<file path="src/hdl/havu_pkg.sv">
`timescale 1ns / 1ps
// ----------------------------------------------------------------------------
// havu_pkg
// Shared types and constants for the hierarchical address validator: the
// configuration record, verdict codes, register indexes and character codes.
// ----------------------------------------------------------------------------
package havu_pkg;

    localparam int unsigned CntW = 4;
    localparam logic [CntW-1:0] CntMax = '1;

    typedef struct packed {
        logic [CntW-1:0] call_min_length;
        logic [CntW-1:0] call_max_length;
        logic [CntW-1:0] call_max_digits;
        logic [CntW-1:0] min_dot_count;
    } t_cfg;

    localparam t_cfg CfgReset = '{
        call_min_length: 4'd3,
        call_max_length: 4'd6,
        call_max_digits: 4'd2,
        min_dot_count:   4'd2
    };

    typedef enum logic [1:0] {
        REG_CALL_MIN_LENGTH = 2'd0,
        REG_CALL_MAX_LENGTH = 2'd1,
        REG_CALL_MAX_DIGITS = 2'd2,
        REG_MIN_DOT_COUNT   = 2'd3
    } t_reg_idx;

    typedef enum logic [2:0] {
        REASON_OK         = 3'd0,
        REASON_BAD_CALL   = 3'd1,
        REASON_DOUBLE_DOT = 3'd2,
        REASON_ILLEGAL    = 3'd3,
        REASON_ENDS_DOT   = 3'd4,
        REASON_FEW_DOTS   = 3'd5
    } t_reason;

    localparam logic [7:0] ChDot   = 8'h2E;
    localparam logic [7:0] ChHash  = 8'h23;
    localparam logic [7:0] ChZero  = 8'h30;
    localparam logic [7:0] ChNine  = 8'h39;
    localparam logic [7:0] ChUpA   = 8'h41;
    localparam logic [7:0] ChUpZ   = 8'h5A;
    localparam logic [7:0] ChLowA  = 8'h61;
    localparam logic [7:0] ChLowZ  = 8'h7A;

endpackage

</file>
<file path="src/hdl/havu_core.sv">
`timescale 1ns / 1ps
`default_nettype none
// ----------------------------------------------------------------------------
// havu_core
// Per-address check state: callsign counters, dot tracking and the verdict
// for the item in the input register. State advances on i_advance and is
// cleared after a final item.
// ----------------------------------------------------------------------------
module havu_core (
    input  wire logic              i_clk,
    input  wire logic              i_rst_n,
    input  wire logic              i_advance,
    input  wire logic [7:0]        i_char_code,
    input  wire logic              i_final_char,
    input  wire havu_pkg::t_cfg    i_cfg,
    output havu_pkg::t_reason      o_reason
);

    logic                      r_in_first_part, n_in_first_part;
    logic [havu_pkg::CntW-1:0] r_call_length,   n_call_length;
    logic [havu_pkg::CntW-1:0] r_call_digits,   n_call_digits;
    logic                      r_call_nonalnum, n_call_nonalnum;
    logic                      r_call_failed,   n_call_failed;
    logic                      r_prev_dot,      n_prev_dot;
    logic                      r_double_dot,    n_double_dot;
    logic                      r_illegal,       n_illegal;
    logic [havu_pkg::CntW-1:0] r_dots_seen,     n_dots_seen;

    logic is_dot, is_digit, is_upper, is_lower;

    assign is_dot   = (i_char_code == havu_pkg::ChDot);
    assign is_digit = (i_char_code >= havu_pkg::ChZero) && (i_char_code <= havu_pkg::ChNine);
    assign is_upper = (i_char_code >= havu_pkg::ChUpA)  && (i_char_code <= havu_pkg::ChUpZ);
    assign is_lower = (i_char_code >= havu_pkg::ChLowA) && (i_char_code <= havu_pkg::ChLowZ);

    always_comb begin
        n_in_first_part = r_in_first_part;
        n_call_length   = r_call_length;
        n_call_digits   = r_call_digits;
        n_call_nonalnum = r_call_nonalnum;
        n_call_failed   = r_call_failed;
        n_double_dot    = r_double_dot;
        n_dots_seen     = r_dots_seen;
        n_prev_dot      = is_dot;
        n_illegal       = r_illegal
                          | ~(is_digit | is_upper | is_dot | (i_char_code == havu_pkg::ChHash));

        if (is_dot) begin
            if (r_prev_dot) begin
                n_double_dot = 1'b1;
            end
            if (r_in_first_part) begin
                n_call_failed = r_call_nonalnum
                                | (r_call_length < i_cfg.call_min_length)
                                | (r_call_length > i_cfg.call_max_length)
                                | (r_call_digits == '0)
                                | (r_call_digits > i_cfg.call_max_digits);
                n_in_first_part = 1'b0;
            end
            if (r_dots_seen != havu_pkg::CntMax) begin
                n_dots_seen = r_dots_seen + 1'b1;
            end
        end else if (r_in_first_part) begin
            if (!(is_digit | is_upper | is_lower)) begin
                n_call_nonalnum = 1'b1;
            end
            if (is_digit && (r_call_digits != havu_pkg::CntMax)) begin
                n_call_digits = r_call_digits + 1'b1;
            end
            if (r_call_length != havu_pkg::CntMax) begin
                n_call_length = r_call_length + 1'b1;
            end
        end
    end

    always_comb begin
        priority if (n_call_failed) begin
            o_reason = havu_pkg::REASON_BAD_CALL;
        end else if (n_double_dot) begin
            o_reason = havu_pkg::REASON_DOUBLE_DOT;
        end else if (n_illegal) begin
            o_reason = havu_pkg::REASON_ILLEGAL;
        end else if (n_prev_dot) begin
            o_reason = havu_pkg::REASON_ENDS_DOT;
        end else if (n_dots_seen < i_cfg.min_dot_count) begin
            o_reason = havu_pkg::REASON_FEW_DOTS;
        end else begin
            o_reason = havu_pkg::REASON_OK;
        end
    end

    always_ff @(posedge i_clk) begin
        if (!i_rst_n || (i_advance && i_final_char)) begin
            r_in_first_part <= 1'b1;
            r_call_length   <= '0;
            r_call_digits   <= '0;
            r_call_nonalnum <= 1'b0;
            r_call_failed   <= 1'b0;
            r_prev_dot      <= 1'b0;
            r_double_dot    <= 1'b0;
            r_illegal       <= 1'b0;
            r_dots_seen     <= '0;
        end else if (i_advance) begin
            r_in_first_part <= n_in_first_part;
            r_call_length   <= n_call_length;
            r_call_digits   <= n_call_digits;
            r_call_nonalnum <= n_call_nonalnum;
            r_call_failed   <= n_call_failed;
            r_prev_dot      <= n_prev_dot;
            r_double_dot    <= n_double_dot;
            r_illegal       <= n_illegal;
            r_dots_seen     <= n_dots_seen;
        end
    end

endmodule
`default_nettype wire

</file>
<file path="src/hdl/hierarchical_address_validator_unit.sv">
`timescale 1ns / 1ps
`default_nettype none
// ----------------------------------------------------------------------------
// hierarchical_address_validator_unit
// Checks a dotted home address streamed one character per item and returns
// one verdict with the final character.
// ----------------------------------------------------------------------------
// Takes one character item per clock cycle, unless a stall on the result
// side holds back a final character, with no gaps between addresses. Each
// item lands in an input register, the check state updates from it as it
// leaves, and the verdict for a final character is held in an output
// register. The output register lets the next items enter while a verdict
// waits; a stall on the result side blocks input only when a second final
// character reaches the check stage. Limits are written over the APB port.
// ----------------------------------------------------------------------------
module hierarchical_address_validator_unit (
    input  wire logic        i_clk,
    input  wire logic        i_rst_n,
    input  wire logic        psel,
    input  wire logic        penable,
    input  wire logic        pwrite,
    input  wire logic [3:0]  paddr,
    input  wire logic [31:0] pwdata,
    output      logic [31:0] prdata,
    output      logic        pready,
    input  wire logic        i_in_valid,
    output      logic        o_in_ready,
    input  wire logic [7:0]  i_char_code,
    input  wire logic        i_final_char,
    output      logic        o_out_valid,
    input  wire logic        i_out_ready,
    output      logic        o_accepted,
    output      logic [2:0]  o_fail_reason
);

    havu_pkg::t_cfg     r_cfg;
    havu_pkg::t_reg_idx reg_idx;
    havu_pkg::t_reason  reason;
    logic               cfg_write;

    logic       r_in_valid;
    logic [7:0] r_char_code;
    logic       r_final_char;
    logic       advance;
    logic       out_free;

    logic       r_out_valid;
    logic       r_accepted;
    logic [2:0] r_fail_reason;

    assign reg_idx   = havu_pkg::t_reg_idx'(paddr[3:2]);
    assign cfg_write = psel & penable & pwrite & pready;
    assign pready    = 1'b1;

    always_ff @(posedge i_clk) begin
        if (!i_rst_n) begin
            r_cfg <= havu_pkg::CfgReset;
        end else if (cfg_write) begin
            unique case (reg_idx)
                havu_pkg::REG_CALL_MIN_LENGTH: r_cfg.call_min_length <= pwdata[3:0];
                havu_pkg::REG_CALL_MAX_LENGTH: r_cfg.call_max_length <= pwdata[3:0];
                havu_pkg::REG_CALL_MAX_DIGITS: r_cfg.call_max_digits <= pwdata[3:0];
                havu_pkg::REG_MIN_DOT_COUNT:   r_cfg.min_dot_count   <= pwdata[3:0];
                default: ;
            endcase
        end
    end

    always_comb begin
        unique case (reg_idx)
            havu_pkg::REG_CALL_MIN_LENGTH: prdata = {28'd0, r_cfg.call_min_length};
            havu_pkg::REG_CALL_MAX_LENGTH: prdata = {28'd0, r_cfg.call_max_length};
            havu_pkg::REG_CALL_MAX_DIGITS: prdata = {28'd0, r_cfg.call_max_digits};
            havu_pkg::REG_MIN_DOT_COUNT:   prdata = {28'd0, r_cfg.min_dot_count};
            default:                       prdata = '0;
        endcase
    end

    assign out_free   = ~r_out_valid | i_out_ready;
    assign advance    = r_in_valid & (~r_final_char | out_free);
    assign o_in_ready = ~r_in_valid | advance;

    always_ff @(posedge i_clk) begin
        if (!i_rst_n) begin
            r_in_valid <= 1'b0;
        end else if (o_in_ready) begin
            r_in_valid <= i_in_valid;
        end
    end

    always_ff @(posedge i_clk) begin
        if (o_in_ready && i_in_valid) begin
            r_char_code  <= i_char_code;
            r_final_char <= i_final_char;
        end
    end

    havu_core u_core (
        .i_clk        (i_clk),
        .i_rst_n      (i_rst_n),
        .i_advance    (advance),
        .i_char_code  (r_char_code),
        .i_final_char (r_final_char),
        .i_cfg        (r_cfg),
        .o_reason     (reason)
    );

    always_ff @(posedge i_clk) begin
        if (!i_rst_n) begin
            r_out_valid <= 1'b0;
        end else if (advance && r_final_char) begin
            r_out_valid <= 1'b1;
        end else if (i_out_ready) begin
            r_out_valid <= 1'b0;
        end
    end

    always_ff @(posedge i_clk) begin
        if (advance && r_final_char) begin
            r_accepted    <= (reason == havu_pkg::REASON_OK);
            r_fail_reason <= reason;
        end
    end

    assign o_out_valid   = r_out_valid;
    assign o_accepted    = r_accepted;
    assign o_fail_reason = r_fail_reason;

`ifndef ASSERT_OFF
    a_verdict_consistent: assert property (@(posedge i_clk) disable iff (!i_rst_n)
        o_out_valid |-> (o_accepted == (o_fail_reason == havu_pkg::REASON_OK)))
        else $error("accepted flag disagrees with fail reason");

    a_reason_range: assert property (@(posedge i_clk) disable iff (!i_rst_n)
        o_out_valid |-> (o_fail_reason <= havu_pkg::REASON_FEW_DOTS))
        else $error("fail reason out of range");

    a_no_spurious_verdict: assert property (@(posedge i_clk) disable iff (!i_rst_n)
        (!r_out_valid && !(r_in_valid && r_final_char)) |=> !o_out_valid)
        else $error("verdict without a final item");

    a_final_stall_holds: assert property (@(posedge i_clk) disable iff (!i_rst_n)
        (r_in_valid && r_final_char && r_out_valid && !i_out_ready) |-> !o_in_ready)
        else $error("input taken while final item is blocked");
`endif

endmodule
`default_nettype wire

</file>
<file path="config.mk">
export PLATFORM = sky130hd
export DESIGN_NAME = hierarchical_address_validator_unit
export DESIGN_NICKNAME = d
export VERILOG_FILES = /design/src/hdl/havu_pkg.sv /design/src/hdl/havu_core.sv /design/src/hdl/hierarchical_address_validator_unit.sv
export SDC_FILE = /design/constraint.sdc
export NUM_CORES = 1
export LEC_CHECK = 0
export ABC_AREA = 0
export BUFFER_PORTS_ARGS = -buffer_cell sky130_fd_sc_hd__buf_2
export CORE_MARGIN = 3
export CORE_UTILIZATION = 30
export DETAILED_ROUTE_END_ITERATION = 10
export HOLD_SLACK_MARGIN = 0.12
export PLACE_DENSITY = 0.62
export SLEW_MARGIN = 20
export SYNTH_ARGS = -nofsm -noshare
export SYNTH_HDL_FRONTEND = slang
export SYNTH_HIERARCHICAL = 1
export SYNTH_SLANG_ARGS = --single-unit
</file>
<file path="constraint.sdc">
create_clock -name i_clk -period 2.63 [get_ports i_clk]
set_input_delay 0.3945 -clock i_clk [delete_from_list [all_inputs] [get_ports i_clk]]
set_output_delay 0.3945 -clock i_clk [all_outputs]
set_load 0.005 [all_outputs]
</file>
* Yosys cells after proc, flatten, opt, wreduce, memory -nomap -nowiden
Index checks and enable logic that the tools add are counted.
** Cells by class
- Add/sub/neg operators :: 3
- $lt $le $gt $ge :: 10
- Equality and inequality tests :: 8
- Multiplexer cells :: 14
- Bitwise gates (word level) :: 21
- Reduce and logical (&&, ||, !) cells :: 20
** Operators by type and width (count)
- 32-bit case mux with 4 select lines :: 1
- 8-bit by 6-bit equality test with 1-bit output, second input constant :: 2
- 8-bit by 7-bit >= comparator with 1-bit output, second input constant :: 2
- 8-bit by 7-bit <= comparator with 1-bit output, second input constant :: 2
- 3-bit 2-to-1 mux :: 5
- 4-bit by 1-bit adder with 4-bit output, second input constant :: 3
- 4-bit inequality test, second input constant :: 3
- 1-bit OR :: 12
- 4-bit AND reduction :: 3
- 2-bit AND reduction :: 5
- 8-bit by 6-bit >= comparator with 1-bit output, second input constant :: 1
- 4-bit > comparator :: 2
- 8-bit by 6-bit <= comparator with 1-bit output, second input constant :: 1
- 4-bit < comparator :: 2
- 4-bit 2-to-1 mux :: 2
- 1-bit logical AND :: 6
- 1-bit 2-to-1 mux :: 6
- 1-bit NOT :: 6
- 2-bit equality test, second input constant :: 2
- 4-bit zero test :: 1
- 1-bit AND :: 3
- 3-bit zero test :: 1
- 2-bit by 1-bit equality test with 1-bit output, second input constant :: 1
- 2-bit zero test :: 1
- 3 further kinds :: 3
** Storage, ports and cells
- Flip-flop bits (word level) :: 49
- Output and inout bits :: 39
- Logic and storage cells :: 95

* Longest topological paths before layout
- Word-level depth :: 11
- Mapped depth :: 11
- Mapped depth without buffers :: 10

* By module
Netlist, hierarchy kept.
** By module, submodules not included
- hierarchical_address_validator_unit :: times used 1, cells an instance 127, area an instance 1473.9 sq um, sequential area each 750.7 sq um
- havu_core :: times used 1, cells an instance 171, area an instance 1370.1 sq um, sequential area each 360.3 sq um

* Worst setup path after synthesis
OpenSTA, ideal clock, no wires.
- Kind :: register to register
- From :: register r_char_code[4]
- To :: register r_accepted, in the netlist o_accepted (data pin)
- Data arrival time :: 2.455 ns
- Data required time :: 2.368 ns
- Slack :: -0.087 ns
- Stages on the path, launching flop included :: 12
- Buffers on the path :: 1
- Path through :: edfxtp_1 and4bb_1 and4_4 buf_4 a21oi_1 a31oi_1 ha_1 or2_2 a211oi_1 nor3_1 nor4_2 nor3_1
** Between the ends
- Elaborated cells on any way between the ends :: 23
- Classes of those cells :: order compare: 5; eq/ne: 2; mux: 8; bitwise: 5; reduce/logical: 3
** RTL lines
- start: declaration :: line hierarchical_address_validator_unit.sv:42 : logic [7:0] r_char_code;
- start signal: assignment :: line hierarchical_address_validator_unit.sv:93 : r_char_code <= i_char_code;
- 8-bit by 6-bit equality test with 1-bit output :: line havu_core.sv:31 : assign is_dot = (i_char_code == havu_pkg::ChDot);
- 4-bit 2-to-1 mux :: line havu_core.sv:48 : if (is_dot) begin
- net u_core.n_dots_seen (one bit) :: line havu_core.sv:27 : logic [havu_pkg::CntW-1:0] r_dots_seen, n_dots_seen;
- 4-bit < comparator :: line havu_core.sv:85 : end else if (n_dots_seen < i_cfg.min_dot_count) begin
- 3-bit 2-to-1 mux :: line havu_core.sv:85
- 3-bit 2-to-1 mux :: line havu_core.sv:83 : end else if (n_prev_dot) begin
- 3-bit 2-to-1 mux :: line havu_core.sv:81 : end else if (n_illegal) begin
- 3-bit 2-to-1 mux :: line havu_core.sv:79 : end else if (n_double_dot) begin
- 3-bit 2-to-1 mux :: line havu_core.sv:77 : priority if (n_call_failed) begin
- net reason[2] :: line hierarchical_address_validator_unit.sv:38 : havu_pkg::t_reason reason;
- 3-bit zero test :: line hierarchical_address_validator_unit.sv:120 : r_accepted <= (reason == havu_pkg::REASON_OK);
- end signal: assignment :: line hierarchical_address_validator_unit.sv:120
- end: declaration :: line hierarchical_address_validator_unit.sv:48 : logic r_accepted;
The timed path passes the listed nets, and every way through them passes these cells.
A chain may end at the register's enable or synchronous reset.

* Worst setup path in the final report
Ends and elaborated chain as after synthesis.

==> results.yml <==
floorplanning:
  fp-row-count: 34
  start_util: 0.317
  die_h_um: 103
  fp.dieW_um: 103
  ios: 91
  die_area_sq_mm: 0.0107
  core_sq_mm: 0.00898
detailed_routing:
  drtIter0Drc: 82
  viasPerCell: 4.55
  wl_met1_um: 2420
  dr.pass1.iters: 4
  num_vias: 2147
  met2_length_um: 2760
  route.met3.wl_um: 237
  antenna_left: 0
  wl_um: 5540
  routedWlPerCell_um: 11.7
  drc_errors: 0
  top_layer: "met4"
sta:
  setup_ws_ns: -0.0591
  fmax_ghz: 0.372
  fin_crit_sh: 1.02
  hold_ws_ns: 0.260
  tightest_slew_ns: 0.912
  fin_crit_ns: 2.69
  setup_tns_ns: -0.0591
  hold_violations: 0
  setup_viol: 1
  rsz0062_at_grt: "yes"
  slew_violations: 0
  slew_headroom: 0.389
  finClkSkew_ns: 0.00703
grt:
  grt_pass1_vias: 2002
  grt_pass1_wl_um: 9120
  antenna_found_initial: 0
  grt_remaining_overflow: 0
  grt_max_degree: 21
  grt_use_total: 0.107
critical_path:
  worstSetupStartpointType: "flip-flop"
  crit_required_ns: 2.68
  crit_type: "reg -> reg"
  cp_data_arrival_time_ns: 2.74
  endpoint_kind: "flip-flop"
  worstPathMaxFanout: 4
  rr_worst_depth: 10
status:
  violations: "negative setup slack"
  outcome: "finished with violations"
logic_synthesis:
  synth_edf_count: 13
  synth_warnings: 6
  syn-cell-area_sq_mm: 0.00284
  syn_inst: 298
  avgSynthCellArea_sq_um: 9.54
  ys_types: 46
  yosysSeqAreaShare: 0.391
  synthFlopType: "dfxtp_1"
  synthArstFlopShare: 0
  ys_ff_latch: 49
cells_and_area:
  nets: 415
  antennaDiodeCount: 0
  fillers: 921
  drive_gt1_frac: 0.225
  final_util: 0.361
  synthToLayoutAreaGrowth_pct: 14.0
  instances_no_fill: 472
  final_common_cell: "dfxtp_1"
  final_cell_mix: "dfxtp_1 (36), buf_2 (31), conb_1 (29), nand2_1 (28), nor2_1 (25)"
clock_network:
  cts_made_buffers: 5
  clk_pin_slew_ns: 0.09
  cts_sinks: 49
  cts_tree: "built"
  clockBufferDepth: 2
  hold_buffers: 0
  root_buffer: "clkbuf_8"
  clk_latency_ns: 0.30
  h-tree-depth: 2
power_and_ir_drop:
  power.leakage_nw: 1.39
  power.density_mw_per_mm2: 423
  irDropWorstVdd_mv: 0.223
min_path:
  holdPathStages: 1
  min_path_type: "in -> reg"
placed_design:
  dp.cells: 459
  io_buffers: 31
  dp_hpwl_um: 4290
  dp_worst_setup_slack_ns: -0.163
  routabilityCongestion: 0.771
flow_run:
  drv_cap: 0
[cell usage after synthesis, types with 6 or more instances]
| master | n | share of area |
|---|---|---|
| nor2b_1 | 6 | 0.013 |
| inv_1 | 21 | 0.028 |
| buf_4 | 30 | 0.079 |
| nand2_1 | 29 | 0.038 |
| nor3_1 | 6 | 0.011 |
| nand4_1 | 6 | 0.013 |
| o21ai_0 | 6 | 0.011 |
| ha_1 | 18 | 0.079 |
| dfxtp_1 | 36 | 0.25 |
| a21oi_1 | 17 | 0.030 |
| edfxtp_1 | 13 | 0.14 |
| mux2i_1 | 19 | 0.067 |
| nor2_1 | 25 | 0.033 |
[metal layers]
metal  global-route usage  vias to the layer above
met3               0.0188                       10
met2                0.187                       59
met5                    0                        -
met4               0.0448                        0
li1                     -                     1071
met1                0.129                     1007
[sequential cells by signal, summed over array words and instances (netlist names), 3 cells and up]
name / count
o_fail_reason: 3
r_cfg: 16
r_char_code: 8
u_core/r_call_digits: 4
u_core/r_call_length: 4
u_core/r_dots_seen: 4
[layout make-up]
| type | instances | area [sq um] | area share |
|---|---|---|---|
| sequential | 49 | 1110 | 0.343 |
| clock inverter | 3 | 17.5 | 0.00540 |
| clock buffer | 5 | 68.8 | 0.0212 |
| inverter | 22 | 82.6 | 0.0255 |
| tap | 126 | 158 | 0.0486 |
| timing repair buffer | 50 | 298 | 0.0919 |
| multi-input combinational | 217 | 1510 | 0.465 |
[metrics by stage]
| stage | instance area (sq um) | total power, W |
|---|---|---|
| CTS | 3230 | 0.00139 |
| global placement | 3100 | 0.000947 |
| detailed placement | 3100 | 0.000950 |
| global route | 3240 | 0.00144 |
| floorplan | 2960 | 0.000936 |
| finish | 3240 | 0.00137 |
[worst max-delay path: stages, from the launching register on]
cell and delay, ns:
edfxtp_1 0.40, and4bb_1 0.31, and4_4 0.25, nand2_2 0.06
mux2_4 0.32, ha_4 0.21, o31a_1 0.12, a2111oi_4 0.40
a211oi_1 0.11, o21bai_1 0.19, nor3_1 0.07
[where the power goes]
part / switching (W) / internal [W] / total, W
clock network: 0.000251 / 0.000184 / 0.000435
registers: 0.0000135 / 0.000792 / 0.000806
logic: 0.0000758 / 0.0000557 / 0.000131
total: 0.000340 / 0.00103 / 0.00137
[kinds of logic after synthesis]
logic type | synth area share
fa+ha+maj | 0.0792
compound gates | 0.104
buf+inv | 0.126
simple gates | 0.169
flops | 0.391
mux | 0.106
xor+xnor | 0.0216
other cells | 0.00264
[worst paths after layout]
| kind | startpoint | end | slack (ns) |
|---|---|---|---|
| worst max-delay path | r_char_code[4] | o_accepted | -0.06 |
| worst min-delay path | i_final_char | r_final_char | 0.26 |
| worst max register to register | r_char_code[4] | o_accepted | -0.06 |
| worst min register to register | r_cfg[15] | r_cfg[15] | 0.48 |
[timing repair]
action,in CTS,in global routing
setup buffers,4,1
pin swaps,4,1
setup endpoints to repair,3,3
gates resized for setup,4,0
Power figures use the tool's default switching activity.
